[config.mk]
export PLATFORM = sky130hd
export DESIGN_NAME = bmp_header_stream_parser_unit_flat
export DESIGN_NICKNAME = d
export VERILOG_FILES = /design/src/sv/bhsp_pkg.sv /design/src/sv/bhsp_in_if.sv /design/src/sv/bhsp_out_if.sv /design/src/sv/bmp_header_stream_parser_unit.sv /design/src/flat_wrapper.sv
export SDC_FILE = /design/constraint.sdc
export NUM_CORES = 1
export LEC_CHECK = 0
export CORE_AREA = 2 2 175 177
export CTS_CLUSTER_SIZE = 20
export DETAILED_ROUTE_END_ITERATION = 8
export DIE_AREA = 0 0 177 179
export DONT_BUFFER_PORTS = 1
export GPL_TIMING_DRIVEN = 0
export PLACE_DENSITY = 0.67
export REMOVE_ABC_BUFFERS = 1
export SYNTH_ARGS = -nofsm -noshare
export SYNTH_HDL_FRONTEND = slang
export SYNTH_SLANG_ARGS = --single-unit
[constraint.sdc]
create_clock -name i_clk -period 3.9 [get_ports i_clk]
set_input_delay 0 -clock i_clk [delete_from_list [all_inputs] [get_ports i_clk]]
set_output_delay 0 -clock i_clk [all_outputs]
set_load 0.005 [all_outputs]
[src/sv/bhsp_pkg.sv]
// Shared types and constants for the BMP header stream parser.
package bhsp_pkg;

    localparam int NUM_FIELDS = 7;

    localparam logic [2:0] FIELD_SIZE      = 3'd0;
    localparam logic [2:0] FIELD_OFFSET    = 3'd1;
    localparam logic [2:0] FIELD_HDRSIZE   = 3'd2;
    localparam logic [2:0] FIELD_WIDTH     = 3'd3;
    localparam logic [2:0] FIELD_HEIGHT    = 3'd4;
    localparam logic [2:0] FIELD_BITCOUNT  = 3'd5;
    localparam logic [2:0] FIELD_IMAGESIZE = 3'd6;

    // start offset and byte length of each header field, by field id
    localparam logic [31:0] START_OFFSET [NUM_FIELDS] = '{
        32'd2, 32'd10, 32'd14, 32'd18, 32'd22, 32'd28, 32'd34
    };
    localparam logic [2:0] FIELD_LEN [NUM_FIELDS] = '{
        3'd4, 3'd4, 3'd4, 3'd4, 3'd4, 3'd2, 3'd4
    };

    typedef enum logic [1:0] {
        KIND_NONE  = 2'd0,
        KIND_FIELD = 2'd1,
        KIND_PIXEL = 2'd2
    } t_kind;

    typedef struct packed {
        logic [7:0] data_byte;
        logic       file_start;
    } t_in_item;

    typedef struct packed {
        t_kind       kind;
        logic [2:0]  field_id;
        logic [31:0] field_value;
        logic [7:0]  pixel_byte;
        logic [31:0] pixel_index;
        logic        last_pixel;
    } t_out_item;

endpackage

[src/sv/bhsp_in_if.sv]
// Valid/ready channel carrying raw file bytes.
interface bhsp_in_if;
    import bhsp_pkg::*;

    logic     valid;
    logic     ready;
    t_in_item data;

    modport source (output valid, output data, input ready);
    modport sink (input valid, input data, output ready);
endinterface

[src/sv/bhsp_out_if.sv]
// Valid/ready channel carrying parser results.
interface bhsp_out_if;
    import bhsp_pkg::*;

    logic      valid;
    logic      ready;
    t_out_item data;

    modport source (output valid, output data, input ready);
    modport sink (input valid, input data, output ready);
endinterface

[src/sv/bmp_header_stream_parser_unit.sv]
// BMP header stream parser: header field assembly and pixel byte pass-through.
// Each result is valid in the cycle after its byte transfer, and the result
// register frees as it is taken; one byte per cycle unless the output stalls,
// as the state registers update in a single pass from the accepted byte.
// Reset (synchronous, active low) clears all parse state and the result valid.
module bmp_header_stream_parser_unit (
    input logic        i_clk,
    input logic        i_rst_n,
    bhsp_in_if.sink    i_in,
    bhsp_out_if.source o_out
);
    import bhsp_pkg::*;

    logic [31:0] r_pos, n_pos;
    logic [31:0] r_asm, n_asm;
    logic [2:0]  r_field, n_field;
    logic [2:0]  r_left, n_left;
    logic [31:0] r_doff, n_doff;
    logic [31:0] r_size, n_size;
    logic [31:0] r_sent, n_sent;
    logic        r_content, n_content;
    t_out_item   r_out, n_out;
    logic        r_out_valid;

    // state as seen by this byte, after a new-file clear
    logic [31:0] c_pos, c_asm, c_doff, c_size, c_sent;
    logic [2:0]  c_field, c_left;
    logic        c_content;

    logic        in_fire;
    logic        can_start;
    logic        hit;
    logic        last;
    logic [2:0]  id;
    logic [2:0]  idx;
    logic [31:0] asm_val;
    logic [31:0] sent_inc;

    assign i_in.ready  = !r_out_valid || o_out.ready;
    assign in_fire     = i_in.valid && i_in.ready;
    assign o_out.valid = r_out_valid;
    assign o_out.data  = r_out;

    always_comb begin
        c_pos     = i_in.data.file_start ? '0 : r_pos;
        c_asm     = i_in.data.file_start ? '0 : r_asm;
        c_field   = i_in.data.file_start ? '0 : r_field;
        c_left    = i_in.data.file_start ? '0 : r_left;
        c_doff    = i_in.data.file_start ? '0 : r_doff;
        c_size    = i_in.data.file_start ? '0 : r_size;
        c_sent    = i_in.data.file_start ? '0 : r_sent;
        c_content = i_in.data.file_start ? 1'b0 : r_content;

        n_pos     = c_pos;
        n_asm     = c_asm;
        n_field   = c_field;
        n_left    = c_left;
        n_doff    = c_doff;
        n_size    = c_size;
        n_sent    = c_sent;
        n_content = c_content;
        n_out     = '0;
        n_out.kind = KIND_NONE;

        can_start = (c_pos != '1);
        if (can_start) begin
            n_pos = c_pos + 32'd1;
        end

        id       = (c_field < 3'(NUM_FIELDS)) ? c_field : FIELD_SIZE;
        idx      = FIELD_LEN[id] - c_left;
        asm_val  = c_asm | (32'(i_in.data.data_byte) << {idx[1:0], 3'b000});
        sent_inc = c_sent + 32'd1;
        last     = 1'b0;
        hit      = 1'b0;

        if (c_content) begin
            last              = (sent_inc == c_size);
            n_out.kind        = KIND_PIXEL;
            n_out.pixel_byte  = i_in.data.data_byte;
            n_out.pixel_index = c_sent;
            n_out.last_pixel  = last;
            n_sent            = sent_inc;
            if (last) begin
                n_content = 1'b0;
            end
        end else if (c_left != 3'd0) begin
            n_asm  = asm_val;
            n_left = c_left - 3'd1;
            if (c_left == 3'd1) begin
                if (c_field == FIELD_OFFSET) begin
                    n_doff = asm_val;
                end
                if (c_field == FIELD_IMAGESIZE) begin
                    n_size = asm_val;
                end
                n_out.kind        = KIND_FIELD;
                n_out.field_id    = c_field;
                n_out.field_value = asm_val;
            end
        end else if (can_start) begin
            // field start offsets are distinct, so at most one matches
            for (int k = 0; k < NUM_FIELDS; k++) begin
                if (c_pos == START_OFFSET[k]) begin
                    hit     = 1'b1;
                    n_field = 3'(k);
                    n_asm   = 32'(i_in.data.data_byte);
                    n_left  = FIELD_LEN[k] - 3'd1;
                end
            end
            if (!hit && c_pos == c_doff && c_size != 32'd0) begin
                last              = (c_size == 32'd1);
                n_out.kind        = KIND_PIXEL;
                n_out.pixel_byte  = i_in.data.data_byte;
                n_out.pixel_index = '0;
                n_out.last_pixel  = last;
                n_sent            = 32'd1;
                n_content         = !last;
            end
        end
    end

    always_ff @(posedge i_clk) begin
        if (!i_rst_n) begin
            r_pos       <= '0;
            r_asm       <= '0;
            r_field     <= '0;
            r_left      <= '0;
            r_doff      <= '0;
            r_size      <= '0;
            r_sent      <= '0;
            r_content   <= 1'b0;
            r_out_valid <= 1'b0;
        end else begin
            if (in_fire) begin
                r_pos       <= n_pos;
                r_asm       <= n_asm;
                r_field     <= n_field;
                r_left      <= n_left;
                r_doff      <= n_doff;
                r_size      <= n_size;
                r_sent      <= n_sent;
                r_content   <= n_content;
                r_out_valid <= 1'b1;
            end else if (o_out.ready) begin
                r_out_valid <= 1'b0;
            end
        end
    end

    always_ff @(posedge i_clk) begin
        if (in_fire) begin
            r_out <= n_out;
        end
    end

    a_reset_clears_out: assert property (@(posedge i_clk)
        !i_rst_n |=> !o_out.valid)
        else $error("result valid after reset");

    a_none_is_zero: assert property (@(posedge i_clk) disable iff (!i_rst_n)
        (o_out.valid && o_out.data.kind == KIND_NONE) |->
            (o_out.data.field_value == '0 && o_out.data.pixel_index == '0 &&
             !o_out.data.last_pixel))
        else $error("empty result carries data");

    a_last_is_pixel: assert property (@(posedge i_clk) disable iff (!i_rst_n)
        (o_out.valid && o_out.data.last_pixel) |-> (o_out.data.kind == KIND_PIXEL))
        else $error("last mark on non-pixel result");

    a_field_id_range: assert property (@(posedge i_clk) disable iff (!i_rst_n)
        (r_left != 3'd0) |-> (r_field < 3'(NUM_FIELDS) && !r_content))
        else $error("field assembly overlaps pixel run");

endmodule

[src/flat_wrapper.sv]
// flat-port wrapper written by rule: the top's interface ports become plain ports
module bmp_header_stream_parser_unit_flat import bhsp_pkg::*;
  (i_clk, i_rst_n, i_in_valid, i_in_data, i_in_ready, o_out_valid, o_out_data, o_out_ready);
  bhsp_in_if i_in_i ();
  bhsp_out_if o_out_i ();
  input logic i_clk;
  input logic i_rst_n;
  input wire logic [$bits(i_in_i.valid)-1:0] i_in_valid;
  input wire logic [$bits(i_in_i.data)-1:0] i_in_data;
  output wire logic [$bits(i_in_i.ready)-1:0] i_in_ready;
  output wire logic [$bits(o_out_i.valid)-1:0] o_out_valid;
  output wire logic [$bits(o_out_i.data)-1:0] o_out_data;
  input wire logic [$bits(o_out_i.ready)-1:0] o_out_ready;
  assign i_in_i.valid = i_in_valid;
  assign i_in_i.data = i_in_data;
  assign i_in_ready = i_in_i.ready;
  assign o_out_valid = o_out_i.valid;
  assign o_out_data = o_out_i.data;
  assign o_out_i.ready = o_out_ready;
  bmp_header_stream_parser_unit u_core (.i_clk(i_clk), .i_rst_n(i_rst_n), .i_in(i_in_i), .o_out(o_out_i));
endmodule
==> flow_results.org <==
** Placed design
- Estimated wirelength of the detail-placed design :: 25000 µm
- Post-placement worst setup slack :: -0.759 ns
- Area after detailed placement :: 0.0133 mm²
- Number of buffers added on ports :: 0
- At the end of routability-driven placement, the weighted congestion stood at 0.902.

** Finish
- The post-route netlist has 7.29% of its cells at a drive strength greater than 1.
- The filler cells instantiated in the layout total 2832.
- Registers take 0.00571 mm².
- With fillers left out, the area of the finished cells amounts to 0.0145 mm².
- Leading cell types in the layout, fill and taps excluded :: sky130_fd_sc_hd__dfxtp_1, sky130_fd_sc_hd__nand2_1, sky130_fd_sc_hd__o21ai_0
- The multi-input combinational cells in the finished layout cover a total of 0.00694 mm².
- Measured on the finished design, the core utilization comes to 48.4%.
- From synthesis to final layout, the design area changed by 10.0%.
- The net count of the finished layout is 1466.
- Commonest non-fill, non-tap cell in the layout :: sky130_fd_sc_hd__dfxtp_1

** Global route
- Largest net degree at the start of global routing :: 171
- The total overflow left after global routing is 0.
- The number of global-route vias before repair is 10600.
- Global-route wire length before repair :: 60500 µm
- GRT Util Overall :: 24.1%
- The number of antenna violations at the first check in global routing was 5.

** Drt
- Number of remaining DRC errors :: 0
- Total wire length after detailed routing :: 38400 µm
- For this block, the initial DRC count from the detailed router was 1245.
- Dividing the detail-routed wire length by the instance count gives 20.6 µm.
- For this block, the via count after detailed routing is 11200.
- Initial DRT Pass Iterations :: 5
- Vias per std cell :: 5.99
- DRT antenna net count :: 0

** Critical path
- The worst register-to-register path begins at u_core.r_left[0]$_SDFFE_PN0P_.
- The worst setup path is of the flop to flop kind.
- STA puts the critical path data required time at 4.34 ns.
- The endpoint identified for the worst register-to-register timing path is u_core.r_sent[31]$_SDFFE_PN0P_.
- Launching element type of the critical path :: flop
- Data on the critical path arrives at its endpoint at 4.17 ns.
- Register-to-register setup slack :: 0.17 ns
- FF-to-FF path depth :: 10
- Category of the worst setup path capture point :: flop
- In this run the worst path has a maximum fanout of 14.

** CTS
- The cell sitting at the root of the clock tree is a sky130_fd_sc_hd__clkbuf_16.
- The clock reaches the later pin of the worst-skew pair after 0.55 ns.
- CTS tree :: done
- In this run the number of H-tree levels came out at 1.
- CTS buffer count :: 27
- CTS clock-pin slew for the worst setup and hold paths :: 0.06 ns
- The longest clock path from root to sink contains 3 buffers.
- The clock net in this run drives a total of 246 sinks.

** Floorplan
- Y dimension of the die :: 179 µm
- Once the floorplan was initialized, standard cells occupied 44.0% of the core.
- The total area inside the core boundary comes to 0.0300 mm².
- The die covers 0.0317 mm².
- In this run the core area contains 64 standard-cell rows.
- The die is 177 µm wide.
- I/O Pins :: 93

** STA
- Setup Total Neg Slack :: 0 ns
- For the pin with the worst max-slew slack, the measured transition is 1.20 ns.
- Across the routed clock network, the largest skew measured is 0.0179 ns.
- The worst pin sits at a relative slew slack of 19.6%.
- The count of final hold-check violations is 0.
- Post-layout worst setup margin :: 0.172 ns
- Static timing analysis puts the maximum clock frequency at 268 MHz.
- The worst path in the final design needs a cycle of 3.73 ns, including I/O delays and setup.
- Final number of max-transition violations :: 0
- Tcrit/Tclk final :: 95.6%
- Setup violations remaining at the end of the flow were counted as 0.
- RSZ-0062 raised after global routing :: no

** Synthesis
- During synthesis, Yosys emitted a total of 0 warnings.
- Ranked by total cell area, the synthesized netlist is headed by sky130_fd_sc_hd__dfxtp_1, sky130_fd_sc_hd__edfxtp_1, sky130_fd_sc_hd__o21ai_0.
- Ys flop type :: sky130_fd_sc_hd__dfxtp_1
- After technology mapping, the gate count stands at 1501.
- Flops & latches, synth :: 246
- After synthesis, the share of flip-flops with an asynchronous set or reset is 0%.
- In this run the mean area of a mapped cell was 8.79 µm².
- Mapped cell area :: 0.0132 mm²
- Post-synth EDFFs :: 78
- Area leader, netlist :: sky130_fd_sc_hd__dfxtp_1
- After synthesis, flip-flops and latches occupy 43.2% of the total area.
- The netlist uses 78 different library cells.
- The top cell type by area accounts for 25.5% of the synthesized area.

** Power and ir drop
- Max IR drop VDD :: 0.298 mV
- In this run the power density over the cells is 389 mW/mm².
- The analysis attributes to cell leakage a power of 4.96 nW.

** Hold path
- Hold-critical path endpoint :: u_core.r_content$_SDFFE_PN0P_
- HP Class :: primary input to flop
- Worst hold path startpoint :: i_in_data[0]
- The worst hold path passes through 4 cells.

** Job
- Max-cap violations in this run came to 0.

** Outcome
- Status :: finished, final reports clean
## metrics by stage
step	hold slack, ns	cells	total power, mW
floorplan	0.116	1392	2.90
global placement	0.140	1788	2.98
detailed placement	0.146	1793	2.99
CTS	0.00549	1857	5.69
global route	0.0490	1868	5.83
finish	0.0276	1868	5.65
## flip-flops by register name, indices dropped and copies added (netlist names)
name / cells
u_core.r_pos: 32
u_core.o_out.data: 78
u_core.r_asm: 32
u_core.r_content: 1
u_core.r_left: 3
u_core.o_out.valid: 1
u_core.r_field: 3
u_core.r_sent: 32
u_core.r_size: 32
u_core.r_doff: 32
## critical path, cell delays in order (launching register included)
cell and delay, ns:
sky130_fd_sc_hd__dfxtp_1 0.35, sky130_fd_sc_hd__nor2b_1 0.18, sky130_fd_sc_hd__inv_1 0.11, sky130_fd_sc_hd__ha_1 0.16, sky130_fd_sc_hd__ha_1 0.61, sky130_fd_sc_hd__clkinv_1 0.47, sky130_fd_sc_hd__a31oi_1 0.56, sky130_fd_sc_hd__and4bb_4 0.38
sky130_fd_sc_hd__or3_2 0.43, sky130_fd_sc_hd__o2111ai_1 0.17, sky130_fd_sc_hd__and3_1 0.20
## how the worst max path moves through the flow
| stage | cells after the start | end | start |
|---|---|---|---|
| floorplan | 6 | u_core.r_size[16]$_SDFFE_PN0P_ | u_core.o_out.valid$_SDFFE_PN0P_ |
| global placement | 6 | u_core.r_doff[21]$_SDFFE_PN0P_ | u_core.o_out.valid$_SDFFE_PN0P_ |
| detailed placement | 10 | u_core.r_size[21]$_SDFFE_PN0P_ | i_in_data[0] |
| CTS | 10 | u_core.r_size[21]$_SDFFE_PN0P_ | u_core.r_left[0]$_SDFFE_PN0P_ |
| global route | 10 | u_core.r_sent[31]$_SDFFE_PN0P_ | u_core.r_left[0]$_SDFFE_PN0P_ |
| finish | 10 | u_core.r_sent[31]$_SDFFE_PN0P_ | u_core.r_left[0]$_SDFFE_PN0P_ |
## timing repair
item | in CTS | in global routing
resized for setup | 7 | 0
pin swaps | 0 | 1
setup buffers | 0 | 3
hold buffers | 14 | 2
endpoints found under the hold margin | 209 | 10
setup endpoints to repair | 142 | 29
gates cloned | 0 | 0
## layer usage
layer / GRT usage [%] / share of wire (%) / vias up
met2: 40.8 / 49 / 375
li1: - / - / 5278
met5: 0 / 0 / -
met1: 31.0 / 42 / 5438
met4: 11.4 / 4.4 / 0
met3: 2.40 / 4.6 / 104
## final cells by class
class                      count  share of cell area (%)
clock buffer                  45                    5.85
tap                          396                    3.41
antenna                        5                  0.0861
multi-input combinational   1115                    47.8
timing repair buffer          25                    2.21
sequential                   246                    39.3
clock inverter                 5                   0.551
inverter                      31                   0.827
## Yosys cell counts, drive strengths merged (19+ instances only)
cell type	number
and2	81
nor4	31
inv	30
a21boi	24
o21ai	126
nor2b	57
nor3	32
edfxtp	78
xnor2	57
a22oi	51
xor2	26
clkbuf	80
a21oi	52
nand4	29
and3	50
buf	29
nand3	38
nand2	163
nor2	111
dfxtp	168
mux2i	19
## where the power goes
part	switching [mW]	internal (mW)
sequential	0.0261	2.68
clock	1.04	1.61
combinational	0.213	0.0793
## cells by family after synthesis
logic type	Yosys count	share of synthesized area, %
muxes	19	1.44
xor gates and xnor gates	83	5.51
AOI/OAI and AO/OA	350	17.5
buffers and inverters	140	4.50
adders and majority gates	7	0.664
and+or+nand+nor	656	27.2
DFF	246	43.2
Note: power is estimated with default switching activity, not from simulation.
